`src/rtl/core/ael_pkg.sv`:
```
`timescale 1ns / 1ps

package ael_pkg;

    // Default width of the character offset counter.
    localparam int POSITION_BITS_DEFAULT = 16;

    // Fixed width of the start and length fields on the result channel.
    localparam int OUT_BITS = 16;
    localparam logic [OUT_BITS-1:0] OUT_MAX = '1;

    // Characters the lexer recognizes.
    localparam logic [7:0] CH_ZERO   = 8'h30;
    localparam logic [7:0] CH_NINE   = 8'h39;
    localparam logic [7:0] CH_POINT  = 8'h2E;
    localparam logic [7:0] CH_STAR   = 8'h2A;
    localparam logic [7:0] CH_LPAREN = 8'h28;
    localparam logic [7:0] CH_MINUS  = 8'h2D;
    localparam logic [7:0] CH_PLUS   = 8'h2B;
    localparam logic [7:0] CH_RPAREN = 8'h29;
    localparam logic [7:0] CH_SLASH  = 8'h2F;

    // Token kinds as they appear on the result channel.
    typedef enum logic [2:0] {
        KIND_NUMBER = 3'd0,
        KIND_STAR   = 3'd1,
        KIND_LPAREN = 3'd2,
        KIND_MINUS  = 3'd3,
        KIND_PLUS   = 3'd4,
        KIND_RPAREN = 3'd5,
        KIND_SLASH  = 3'd6,
        KIND_ERROR  = 3'd7
    } kind_t;

    // Error codes carried with an error token.
    typedef enum logic [2:0] {
        ERR_NONE          = 3'd0,
        ERR_UNRECOGNIZED  = 3'd1,
        ERR_LEADING_ZERO  = 3'd2,
        ERR_END_AT_POINT  = 3'd3,
        ERR_AFTER_POINT   = 3'd4
    } err_t;

    // One result word.
    typedef struct packed {
        kind_t               kind;
        err_t                err;
        logic [OUT_BITS-1:0] start;
        logic [OUT_BITS-1:0] length;
        logic                last;
    } result_t;

endpackage

```
`src/rtl/core/ael_in_if.sv`:
```
`timescale 1ns / 1ps

// Character channel: one byte or an end marker per word.
interface ael_in_if;
    logic       valid;
    logic       ready;
    logic [7:0] character;
    logic       end_marker;

    modport source (output valid, output character, output end_marker, input ready);
    modport sink (input valid, input character, input end_marker, output ready);
endinterface

```
`src/rtl/core/ael_out_if.sv`:
```
`timescale 1ns / 1ps

// Token channel: one token or error per word.
interface ael_out_if
    import ael_pkg::*;
();
    logic                valid;
    logic                ready;
    logic [2:0]          token_kind;
    logic [2:0]          error_code;
    logic [OUT_BITS-1:0] token_start;
    logic [OUT_BITS-1:0] token_length;
    logic                last_of_run;

    modport source (
        output valid, output token_kind, output error_code, output token_start,
        output token_length, output last_of_run, input ready
    );
    modport sink (
        input valid, input token_kind, input error_code, input token_start,
        input token_length, input last_of_run, output ready
    );
endinterface

```
`src/rtl/core/arithmetic_expression_lexer.sv`:
```
`timescale 1ns / 1ps

// Arithmetic expression lexer. Each input word carries one byte, or an end
// marker that closes the string, flushes a pending number and resets the
// offset to zero. Result words give the token kind (the operators * ( - + ) /
// or a number), its start offset and length, or an error code; after an error
// bytes are dropped until the end marker. The block accepts one byte per cycle
// while the result queue has room. A byte is registered on acceptance and is
// lexed once its results fit in a two-entry result queue that drives the
// output from a register. A byte that closes a number gives two results and is
// lexed only once the result queue is empty, so under a steady flow of results
// it can hold the input. Offsets saturate at 2^POSITION_BITS-1 and the output
// fields saturate at 65535.
module arithmetic_expression_lexer
    import ael_pkg::*;
#(
    parameter int POSITION_BITS = POSITION_BITS_DEFAULT
)
(
    input  logic      clk,
    input  logic      rst_n,
    ael_in_if.sink    in_ch,
    ael_out_if.source out_ch
);

    localparam int WIDE_BITS = (POSITION_BITS > OUT_BITS) ? POSITION_BITS : OUT_BITS;
    localparam logic [POSITION_BITS-1:0] POS_MAX = '1;

    typedef enum logic [2:0] {
        PH_IDLE  = 3'd0,
        PH_ZERO  = 3'd1,
        PH_INT   = 3'd2,
        PH_POINT = 3'd3,
        PH_FRAC  = 3'd4,
        PH_ERROR = 3'd5
    } phase_t;

    // Clamp a value to the width of the output fields.
    function automatic logic [OUT_BITS-1:0] cap_out(input logic [WIDE_BITS-1:0] v);
        logic [OUT_BITS-1:0] r;
        if (v > WIDE_BITS'(OUT_MAX))
        begin
            r = OUT_MAX;
        end
        else
        begin
            r = v[OUT_BITS-1:0];
        end
        return r;
    endfunction

    logic                     in_valid_reg;
    logic [7:0]               char_reg;
    logic                     end_reg;
    phase_t                   phase_reg;
    phase_t                   phase_next;
    logic [POSITION_BITS-1:0] pos_reg;
    logic [POSITION_BITS-1:0] pos_next;
    logic [POSITION_BITS-1:0] nstart_reg;
    logic [POSITION_BITS-1:0] nstart_next;

    logic                     fire;
    logic [1:0]               space;
    logic [1:0]               n;
    result_t                  res [2];
    result_t                  head;
    logic                     q_valid;

    logic                     is_digit;
    logic                     is_zero;
    logic                     is_point;
    logic                     is_op;
    kind_t                    op_kind;
    logic [POSITION_BITS-1:0] span;
    logic [POSITION_BITS:0]   span_inc;
    logic [POSITION_BITS-1:0] span_plus;
    result_t                  num_res;
    result_t                  st_res;
    phase_t                   st_phase;
    logic                     st_number;

    // A registered byte is lexed once its results fit in the queue.
    assign fire        = in_valid_reg && (n <= space);
    assign in_ch.ready = !in_valid_reg || fire;

    // Character classes.
    assign is_zero  = (char_reg == CH_ZERO);
    assign is_digit = (char_reg >= CH_ZERO) && (char_reg <= CH_NINE);
    assign is_point = (char_reg == CH_POINT);

    // Operator decoder.
    always_comb
    begin
        is_op   = 1'b1;
        op_kind = KIND_ERROR;
        unique case (char_reg)
            CH_STAR:   op_kind = KIND_STAR;
            CH_LPAREN: op_kind = KIND_LPAREN;
            CH_MINUS:  op_kind = KIND_MINUS;
            CH_PLUS:   op_kind = KIND_PLUS;
            CH_RPAREN: op_kind = KIND_RPAREN;
            CH_SLASH:  op_kind = KIND_SLASH;
            default:   is_op = 1'b0;
        endcase
    end

    // Length of the pending number, with and without the current byte.
    assign span      = pos_reg - nstart_reg;
    assign span_inc  = {1'b0, span} + {{POSITION_BITS{1'b0}}, 1'b1};
    assign span_plus = span_inc[POSITION_BITS] ? POS_MAX : span_inc[POSITION_BITS-1:0];

    // Number closed by this byte or by the end marker.
    always_comb
    begin
        num_res.kind   = KIND_NUMBER;
        num_res.err    = ERR_NONE;
        num_res.start  = cap_out(WIDE_BITS'(nstart_reg));
        num_res.length = cap_out(WIDE_BITS'(span));
        num_res.last   = 1'b0;
    end

    // The byte lexed as the first byte of a new token.
    always_comb
    begin
        st_res.kind   = is_op ? op_kind : KIND_ERROR;
        st_res.err    = is_op ? ERR_NONE : ERR_UNRECOGNIZED;
        st_res.start  = cap_out(WIDE_BITS'(pos_reg));
        st_res.length = OUT_BITS'(1);
        st_res.last   = 1'b0;
        st_number     = is_digit;
        if (is_zero)
        begin
            st_phase = PH_ZERO;
        end
        else if (is_digit)
        begin
            st_phase = PH_INT;
        end
        else if (is_op)
        begin
            st_phase = PH_IDLE;
        end
        else
        begin
            st_phase = PH_ERROR;
        end
    end

    // Lexer step for the registered byte.
    always_comb
    begin
        n           = 2'd0;
        res[0]      = num_res;
        res[1]      = st_res;
        phase_next  = phase_reg;
        nstart_next = nstart_reg;
        pos_next    = (pos_reg == POS_MAX) ? pos_reg : pos_reg + POSITION_BITS'(1);

        if (end_reg)
        begin
            if (phase_reg == PH_ZERO || phase_reg == PH_INT || phase_reg == PH_FRAC)
            begin
                n = 2'd1;
            end
            else if (phase_reg == PH_POINT)
            begin
                n          = 2'd1;
                res[0].kind = KIND_ERROR;
                res[0].err  = ERR_END_AT_POINT;
            end
            phase_next  = PH_IDLE;
            pos_next    = '0;
            nstart_next = '0;
        end
        else
        begin
            unique case (phase_reg)
                PH_IDLE:
                begin
                    res[0]     = st_res;
                    n          = st_number ? 2'd0 : 2'd1;
                    phase_next = st_phase;
                    if (st_number)
                    begin
                        nstart_next = pos_reg;
                    end
                end
                PH_ZERO, PH_INT, PH_FRAC:
                begin
                    if (is_digit && phase_reg == PH_ZERO)
                    begin
                        n              = 2'd1;
                        res[0].kind    = KIND_ERROR;
                        res[0].err     = ERR_LEADING_ZERO;
                        res[0].length  = cap_out(WIDE_BITS'(span_plus));
                        phase_next     = PH_ERROR;
                    end
                    else if (is_digit)
                    begin
                        n = 2'd0;
                    end
                    else if (is_point && phase_reg != PH_FRAC)
                    begin
                        phase_next = PH_POINT;
                    end
                    else
                    begin
                        // The byte ends the number and starts the next token.
                        n          = st_number ? 2'd1 : 2'd2;
                        phase_next = st_phase;
                        if (st_number)
                        begin
                            nstart_next = pos_reg;
                        end
                    end
                end
                PH_POINT:
                begin
                    if (is_digit)
                    begin
                        phase_next = PH_FRAC;
                    end
                    else
                    begin
                        n             = 2'd1;
                        res[0].kind   = KIND_ERROR;
                        res[0].err    = ERR_AFTER_POINT;
                        res[0].length = cap_out(WIDE_BITS'(span_plus));
                        phase_next    = PH_ERROR;
                    end
                end
                default:
                begin
                    phase_next = PH_ERROR;
                end
            endcase
        end

        // Mark the final result of this byte.
        if (n == 2'd1)
        begin
            res[0].last = 1'b1;
        end
        else if (n == 2'd2)
        begin
            res[1].last = 1'b1;
        end
    end

    // Input register and lexer state.
    always_ff @(posedge clk or negedge rst_n)
    begin
        if (!rst_n)
        begin
            in_valid_reg <= 1'b0;
            phase_reg    <= PH_IDLE;
            pos_reg      <= '0;
            nstart_reg   <= '0;
        end
        else
        begin
            if (in_ch.valid && in_ch.ready)
            begin
                in_valid_reg <= 1'b1;
            end
            else if (fire)
            begin
                in_valid_reg <= 1'b0;
            end
            if (fire)
            begin
                phase_reg  <= phase_next;
                pos_reg    <= pos_next;
                nstart_reg <= nstart_next;
            end
        end
    end

    // Input payload register.
    always_ff @(posedge clk)
    begin
        if (in_ch.valid && in_ch.ready)
        begin
            char_reg <= in_ch.character;
            end_reg  <= in_ch.end_marker;
        end
    end

    ael_out_queue u_queue (
        .clk        (clk),
        .rst_n      (rst_n),
        .push_count (fire ? n : 2'd0),
        .push_data  (res),
        .space      (space),
        .out_valid  (q_valid),
        .out_ready  (out_ch.ready),
        .out_data   (head)
    );

    // Result channel.
    assign out_ch.valid        = q_valid;
    assign out_ch.token_kind   = head.kind;
    assign out_ch.error_code   = head.err;
    assign out_ch.token_start  = head.start;
    assign out_ch.token_length = head.length;
    assign out_ch.last_of_run  = head.last;

    a_error_silent: assert property (@(posedge clk) disable iff (!rst_n)
        fire && !end_reg && phase_reg == PH_ERROR |-> n == 2'd0)
        else $error("byte in error phase produced a token");

    a_start_order: assert property (@(posedge clk) disable iff (!rst_n)
        nstart_reg <= pos_reg)
        else $error("number start beyond current offset");

    a_end_restart: assert property (@(posedge clk) disable iff (!rst_n)
        fire && end_reg |=> pos_reg == '0 && phase_reg == PH_IDLE)
        else $error("end marker did not restart the lexer");

endmodule

```
`src/rtl/core/ael_out_queue.sv`:
```
`timescale 1ns / 1ps

// Two-entry result queue. It takes up to two words per cycle and
// presents the oldest word from a register.
module ael_out_queue
    import ael_pkg::*;
(
    input  logic          clk,
    input  logic          rst_n,
    input  logic [1:0]    push_count,
    input  result_t       push_data [2],
    output logic [1:0]    space,
    output logic          out_valid,
    input  logic          out_ready,
    output result_t       out_data
);

    logic [1:0] cnt_reg;
    logic [1:0] cnt_next;
    result_t    q_reg [2];
    result_t    q_next [2];
    logic       pop;
    logic [1:0] remain;
    result_t    rem0;

    // Free slots are counted before any pop so that the input side does not
    // depend on the consumer in the same cycle.
    assign space     = 2'd2 - cnt_reg;
    assign out_valid = (cnt_reg != 2'd0);
    assign out_data  = q_reg[0];
    assign pop       = out_valid && out_ready;

    // Entries left after the pop, then the new words behind them.
    always_comb
    begin
        remain   = cnt_reg - {1'b0, pop};
        rem0     = pop ? q_reg[1] : q_reg[0];
        q_next   = q_reg;
        cnt_next = remain + push_count;
        if (remain == 2'd0)
        begin
            q_next[0] = push_data[0];
            q_next[1] = push_data[1];
        end
        else if (remain == 2'd1)
        begin
            q_next[0] = rem0;
            q_next[1] = push_data[0];
        end
    end

    // Occupancy count.
    always_ff @(posedge clk or negedge rst_n)
    begin
        if (!rst_n)
        begin
            cnt_reg <= 2'd0;
        end
        else
        begin
            cnt_reg <= cnt_next;
        end
    end

    // Queue storage.
    always_ff @(posedge clk)
    begin
        q_reg <= q_next;
    end

    a_cnt_range: assert property (@(posedge clk) disable iff (!rst_n)
        cnt_reg != 2'd3)
        else $error("result queue count out of range");

    a_no_overflow: assert property (@(posedge clk) disable iff (!rst_n)
        push_count <= space)
        else $error("result queue written beyond its free slots");

endmodule
```
`src/flat_wrapper.sv`:
```
// flat-port wrapper written by rule: the top's interface ports become plain ports
module arithmetic_expression_lexer_flat import ael_pkg::*;
#(
    parameter int POSITION_BITS = POSITION_BITS_DEFAULT
)
  (clk, rst_n, in_ch_valid, in_ch_character, in_ch_end_marker, in_ch_ready, out_ch_valid, out_ch_token_kind, out_ch_error_code, out_ch_token_start, out_ch_token_length, out_ch_last_of_run, out_ch_ready);
  ael_in_if in_ch_i ();
  ael_out_if out_ch_i ();
  input  logic clk;
  input  logic rst_n;
  input wire logic [$bits(in_ch_i.valid)-1:0] in_ch_valid;
  input wire logic [$bits(in_ch_i.character)-1:0] in_ch_character;
  input wire logic [$bits(in_ch_i.end_marker)-1:0] in_ch_end_marker;
  output wire logic [$bits(in_ch_i.ready)-1:0] in_ch_ready;
  output wire logic [$bits(out_ch_i.valid)-1:0] out_ch_valid;
  output wire logic [$bits(out_ch_i.token_kind)-1:0] out_ch_token_kind;
  output wire logic [$bits(out_ch_i.error_code)-1:0] out_ch_error_code;
  output wire logic [$bits(out_ch_i.token_start)-1:0] out_ch_token_start;
  output wire logic [$bits(out_ch_i.token_length)-1:0] out_ch_token_length;
  output wire logic [$bits(out_ch_i.last_of_run)-1:0] out_ch_last_of_run;
  input wire logic [$bits(out_ch_i.ready)-1:0] out_ch_ready;
  assign in_ch_i.valid = in_ch_valid;
  assign in_ch_i.character = in_ch_character;
  assign in_ch_i.end_marker = in_ch_end_marker;
  assign in_ch_ready = in_ch_i.ready;
  assign out_ch_valid = out_ch_i.valid;
  assign out_ch_token_kind = out_ch_i.token_kind;
  assign out_ch_error_code = out_ch_i.error_code;
  assign out_ch_token_start = out_ch_i.token_start;
  assign out_ch_token_length = out_ch_i.token_length;
  assign out_ch_last_of_run = out_ch_i.last_of_run;
  assign out_ch_i.ready = out_ch_ready;
  arithmetic_expression_lexer #(.POSITION_BITS(POSITION_BITS)) u_core (.clk(clk), .rst_n(rst_n), .in_ch(in_ch_i), .out_ch(out_ch_i));
endmodule
```
`config.mk`:
```
export PLATFORM = sky130hd
export DESIGN_NAME = arithmetic_expression_lexer_flat
export DESIGN_NICKNAME = d
export VERILOG_FILES = /design/src/rtl/core/ael_pkg.sv /design/src/rtl/core/ael_in_if.sv /design/src/rtl/core/ael_out_if.sv /design/src/rtl/core/arithmetic_expression_lexer.sv /design/src/rtl/core/ael_out_queue.sv /design/src/flat_wrapper.sv
export SDC_FILE = /design/constraint.sdc
export NUM_CORES = 1
export LEC_CHECK = 0
export BUFFER_PORTS_ARGS = -buffer_cell sky130_fd_sc_hd__buf_4
export CAP_MARGIN = 0
export CORE_MARGIN = 2
export CORE_UTILIZATION = 55
export DETAILED_ROUTE_END_ITERATION = 10
export GPL_ROUTABILITY_DRIVEN = 0
export MAX_ROUTING_LAYER = met4
export PLACE_DENSITY = 0.78
export RECOVER_POWER = 100
export SYNTH_ARGS = -nofsm -noshare
export SYNTH_HDL_FRONTEND = slang
export SYNTH_SLANG_ARGS = --single-unit
```
`constraint.sdc`:
```
create_clock -name clk -period 3.9 [get_ports clk]
set_input_delay 0.195 -clock clk [delete_from_list [all_inputs] [get_ports clk]]
set_output_delay 0.195 -clock clk [all_outputs]
set_load 0.01 [all_outputs]
```
Word-level counts from Yosys, hierarchy flattened
Cells that the tools add are included.

cells by class
  add/subtract/negate cells = 6
  muxes and demuxes = 51
  order comparisons = 7
  reduce and logical (&&, ||, !) cells = 25
  equality and inequality tests = 19

operators with widths
  kind                                                                                 number
  16-bit two-way mux                                                                   13
  78-bit two-way mux                                                                   2
  8-bit by 6-bit == test with 1-bit output, second input constant                      8
  16-bit > comparator, second input constant                                           4
  16-bit case mux with 3 select lines                                                  1
  39-bit two-way mux                                                                   1
  33-bit two-way mux                                                                   1
  6-bit two-way mux                                                                    5
  3-bit two-way mux                                                                    8
  3-bit case mux with 6 select lines                                                   1
  6-bit case mux with 3 select lines                                                   1
  16-bit by 1-bit adder with 17-bit output, second input constant                      1
  16-bit by 1-bit adder with 16-bit output, second input constant                      1
  16-bit == test, second input constant                                                1
  16-bit subtractor                                                                    1
  2-bit two-way mux                                                                    6
  2-bit nonzero test                                                                   6
  1-bit two-way mux                                                                    10
  3-bit case mux with 3 select lines                                                   1
  8-bit by 6-bit greater-or-equal comparator with 1-bit output, second input constant  1
  8-bit by 6-bit less-or-equal comparator with 1-bit output, second input constant     1
  3-bit by 2-bit == test with 1-bit output, second input constant                      2
  1-bit logical AND                                                                    6
  2-bit AND reduction                                                                  3
  20 further kinds                                                                     23

storage, ports and cells
  logic and storage cells = 125
  bits in registers = 125
  input bits = 13
  output and inout bits = 41

Logic depth before layout (Yosys ltp)
  depth in word-level cells = 12
  depth in mapped cells = 17
  gate-level depth less buffers = 16

Cells and area by module
Synthesis repeated with hierarchy kept, for this count alone.

unflattened totals
  cells, all modules = 789
  area, all modules = 8169.1 µm²

modules (own cells, without submodules)
  module                       sequential area each (µm²)  area an instance (µm²)  instances  cells an instance
  arithmetic_expression_lexer  1171.1                      4291.6                  1          561
  ael_out_queue                2392.3                      3877.5                  1          228

Worst setup path before layout
Ideal clock, no wire load.

  kind = reg-to-reg
  start point = register u_core.u_queue.cnt_reg[0]
  end point = register u_core.u_queue.q_reg (netlist bit u_core.u_queue.out_data[0]) (enable)
  clock period less this slack = 3.680 ns
  path buffers = 2
  arrival = 3.245 ns
  library setup time = 0.435 ns
  required time = 3.465 ns
  cell stages (with the launch flop) = 9
  path slack = 0.220 ns
  cells stage by stage = dfrtp_1 > inv_1 > ha_1 > nor2b_1 > ha_1 > clkbuf_1 > clkbuf_1 > nor2_1 > nor2_1

on the way
  word-level cells in the longest chain between the ends = 6
  elaborated cells between the ends (all ways) = 8
  those cells by class = add/sub: 1; eq/ne: 1; reduce/logical: 6

ends and longest elaborated chain
  element                                                                        line                                      RTL
  start, declared                                                                ael_out_queue.sv:18                       logic [1:0] cnt_reg;
  start signal, assigned                                                         ael_out_queue.sv:61                       cnt_reg <= cnt_next;
  2-bit nonzero test                                                             ael_out_queue.sv:29                       assign out_valid = (cnt_reg != 2'd0);
  1-bit logical AND                                                              ael_out_queue.sv:31                       assign pop = out_valid && out_ready;
  2-bit by 1-bit subtractor with 2-bit output                                    ael_out_queue.sv:36                       remain = cnt_reg - {1'b0, pop};
  2-bit by 1-bit == test with 1-bit output or 2-bit logical NOT (tied branches)  ael_out_queue.sv:45, ael_out_queue.sv:40
  2-bit nonzero test (no line)                                                   n/a
  2-bit AND reduction (no line) (*)                                              n/a
  end signal, assigned                                                           ael_out_queue.sv:68                       q_reg <= q_next;
  end, declared                                                                  ael_out_queue.sv:20                       result_t q_reg [2];

Mark *: on every way between the ends. The rest lies on a longest branch, timed or not.
A chain may end at the register's enable or synchronous reset.

==> summary.txt <==
status: finished with violations
failing checks: max-capacitance violations, max-slew violations
gr usage total: 26.47%
PwrDens: 1036 nW/µm²
Vias/cell: 6.164
crit path cell chain: ha_1, inv_1, fa_1, ha_1, nor3b_1, mux2i_1, and4bb_2, nand3_1, or3_4, o211ai_1, o21ai_0, o221ai_1
row count: 42
Slew headroom: -36.12%
Synth Cell Area: 7462 µm²
Hold WS: 0.4526 ns
syn_nets: 850
WL/cell: 18.01 µm
dpl cells: 976
area growth from synthesis to layout: 13.16%
Mapped Cells: 813
DRC Markers: 0
Sw Share: 45.42%
initial antenna violation count: 0
DIE HEIGHT: 120.5 µm
Via Count: 6293
final worst path period need: 3.687 ns
final worst slack: 0.2126 ns
crit-path max FO: 8
first-pass detailed-route iteration total: 6
Iter 0 DRT Violations: 770
largest net degree at the start of global routing: 60
Overflow after GRT: 0
CP max stage delay: 0.56 ns
Port-buffer cells: 53
Place WS: 0.01599 ns
Inserted Diodes: 0
Synth Register Bits: 125
Comb power frac: 53.2%
Slowest-stage cell, CP: fa_1
most used cell, CP: ha_1
Nets: 869
vias in the first global route: 6050
Peak Freq: 271.2 MHz
# setup viols final: 0
Max VDD drop: 0.4787 mV
post-route ant nets: 0
first-pass GRT wire length: 29550 µm
TritonCTS buffer count: 17
DP HPWL: 11900 µm
Post-synth EDFFs: 71
Clock Path Buffers: 2
Final period util: 94.55%
Final Max Tran Viols: 39
Critical Path Start Type: flop
share of layout cells above drive strength 1: 10.30%
H-Tree Level Count: 4
net load switching power: 0.003972 W
Finished Layout Cells: 1021
Async SR Flop Fraction: 30.40%
# clock sinks: 125
Clock transition at path regs: 0.06 ns
WS Path Type: reg -> reg
root buf cell: clkbuf_16
ys flop type: edfxtp_1
CP endpoint kind: flop
Core ar.: 13240 µm²
syn_area_per_cell: 9.179 µm²
Clock power frac: 19.1%
Arrival @ worst endpoint: 3.93 ns
sequential share of power: 27.6%
Initial Util: 56.35%
die width: 120.5 µm
HP Class: reg -> reg
Leak: 3.206 nW
Slew @ Worst Pin: 2.042 ns
Final Hold Violating Endpoints: 0
CP Data Required Time: 4.14 ns
register area share after synthesis: 45.61%
Max Cap Viol: 1
TritonCTS clock tree: yes
final wirelength: 18390 µm
P_int: 0.004773 W
Final Util: 63.77%
Syn. warnings: 0
die area: 14520 µm²
distinct cell type count after synthesis: 69
clock latency on the worst-skew pair: 0.44 ns
clock skew: 0.01001 ns
RSZ-0062 raised after global routing: true
Top Ports: 54
[cells in the mapped netlist (18+ instances only)]
cell type  number  area share (%)
a22o_1         18             2.1
edfxtp_1       71              29
nand2_1        90             4.5
a211oi_1       20             2.0
o21ai_0        58             3.9
nor2_1         71             3.6
buf_4          39             3.9
a21oi_1        78             5.2
ha_1           23             3.9
xnor2_1        19             2.2
nor3_1         19             1.3
clkbuf_1       42             2.1
mux2i_1        19             2.5
dfrtp_1        38              13
inv_1          34             1.7
[layout make-up]
cell class,instances,area [µm²]
Clock buffer,17,425.4
Clock inverter,15,196.4
Fill cell,1098,4798
Inverter,34,127.6
Multi-Input combinational cell,568,3561
Sequential cell,125,3403
Tap cell,176,220.2
Timing Repair Buffer,86,510.5
[power groups by stage]
| stage | clock network [W] | logic [W] | registers [W] |
|---|---|---|---|
| finish | 0.00167 | 0.00466 | 0.00242 |
| floorplan | 0 | 0.00343 | 0.00236 |
| global route | 0.00174 | 0.00509 | 0.00247 |
| detailed placement | 0 | 0.00459 | 0.00242 |
| global placement | 0 | 0.00438 | 0.00240 |
| CTS | 0.00168 | 0.00466 | 0.00241 |
[metrics by stage]
step	total power (W)	cell area (µm²)	TNS [ns]
floorplan	0.005784	7462	0
global placement	0.006784	7795	0
detailed placement	0.007014	7795	0
CTS	0.008752	8527	0
global route	0.009291	8444	-0.009114
finish	0.008745	8444	0
[worst paths after layout]
path,cells after the start,slack (ns),from,end
worst min register to register,2,0.45,u_core.u_queue.q_reg[9],u_core.u_queue.q_reg[9]
worst min-delay path,2,0.45,u_core.u_queue.q_reg[9],u_core.u_queue.q_reg[9]
worst max register to register,12,0.21,u_core.nstart_reg[0],u_core.u_queue.out_data[1]
min in group asynchronous,2,0.88,rst_n,u_core.nstart_reg[10]
max in group asynchronous,2,1.85,rst_n,u_core.u_queue.cnt_reg[1]
worst max-delay path,12,0.21,u_core.nstart_reg[0],u_core.u_queue.out_data[1]
[what timing repair did]
item | in CTS | in global routing
hold endpoints to repair | 48 | 0
endpoints found under the setup margin | 0 | 52
buffers inserted | 0 | 2
hold buffers | 11 | 0
gates resized for setup | 0 | 16
[cell families (layout without fill, tap and decap cells)]
| family | Yosys count | in the layout | synth area share [%] |
|---|---|---|---|
| and+or+nand+nor | 256 | 256 | 16.25 |
| DFF | 125 | 125 | 45.61 |
| muxes | 20 | 20 | 2.699 |
| AOI/OAI and AO/OA | 237 | 237 | 19.67 |
| buffers and inverters | 120 | 152 | 8.015 |
| adders and majority gates | 24 | 24 | 4.125 |
| xor gates and xnor gates | 31 | 31 | 3.638 |
[layout by cell type (no fill, tap or decap), types with 7 or more instances in the layout]
cell type      Yosys  routed
xor2_1            12      10
a21oi_1           78      76
dlygate4sd3_1      0      11
clkbuf_4           0       9
o31ai_1            7       7
nor2_1            71      69
xnor2_1           19      18
clkbuf_1          42      43
clkbuf_16          0      17
ha_1              23      22
edfxtp_1          71      71
inv_1             34      34
mux2i_1           19      19
nand2_1           90      90
nor3_1            19      19
dfxtp_1           16      16
buf_4             39      20
a211oi_1          20      19
a22o_1            18      18
dfrtp_1           38      38
nand2b_1          10      10
o21ai_0           58      58
nand3_1           13      13
o21ai_1           12      12
[critical path, delay by kind of cell (launching register included)]
family / cells / cell delay (ns)
compound gates: 3 / 0.57
mux: 1 / 0.13
fa+ha+maj: 3 / 0.99
flops: 1 / 0.42
simple gates: 4 / 1.31
buf+inv: 1 / 0.05
[metal layers]
metal  routed length (µm)  global-route usage, %
met1                 7488                  32.00
met2                 9211                  43.86
met3                 1158                  6.085
met4                  532                  9.084
met5                    0                      -
Power figures use the tool's default switching activity.
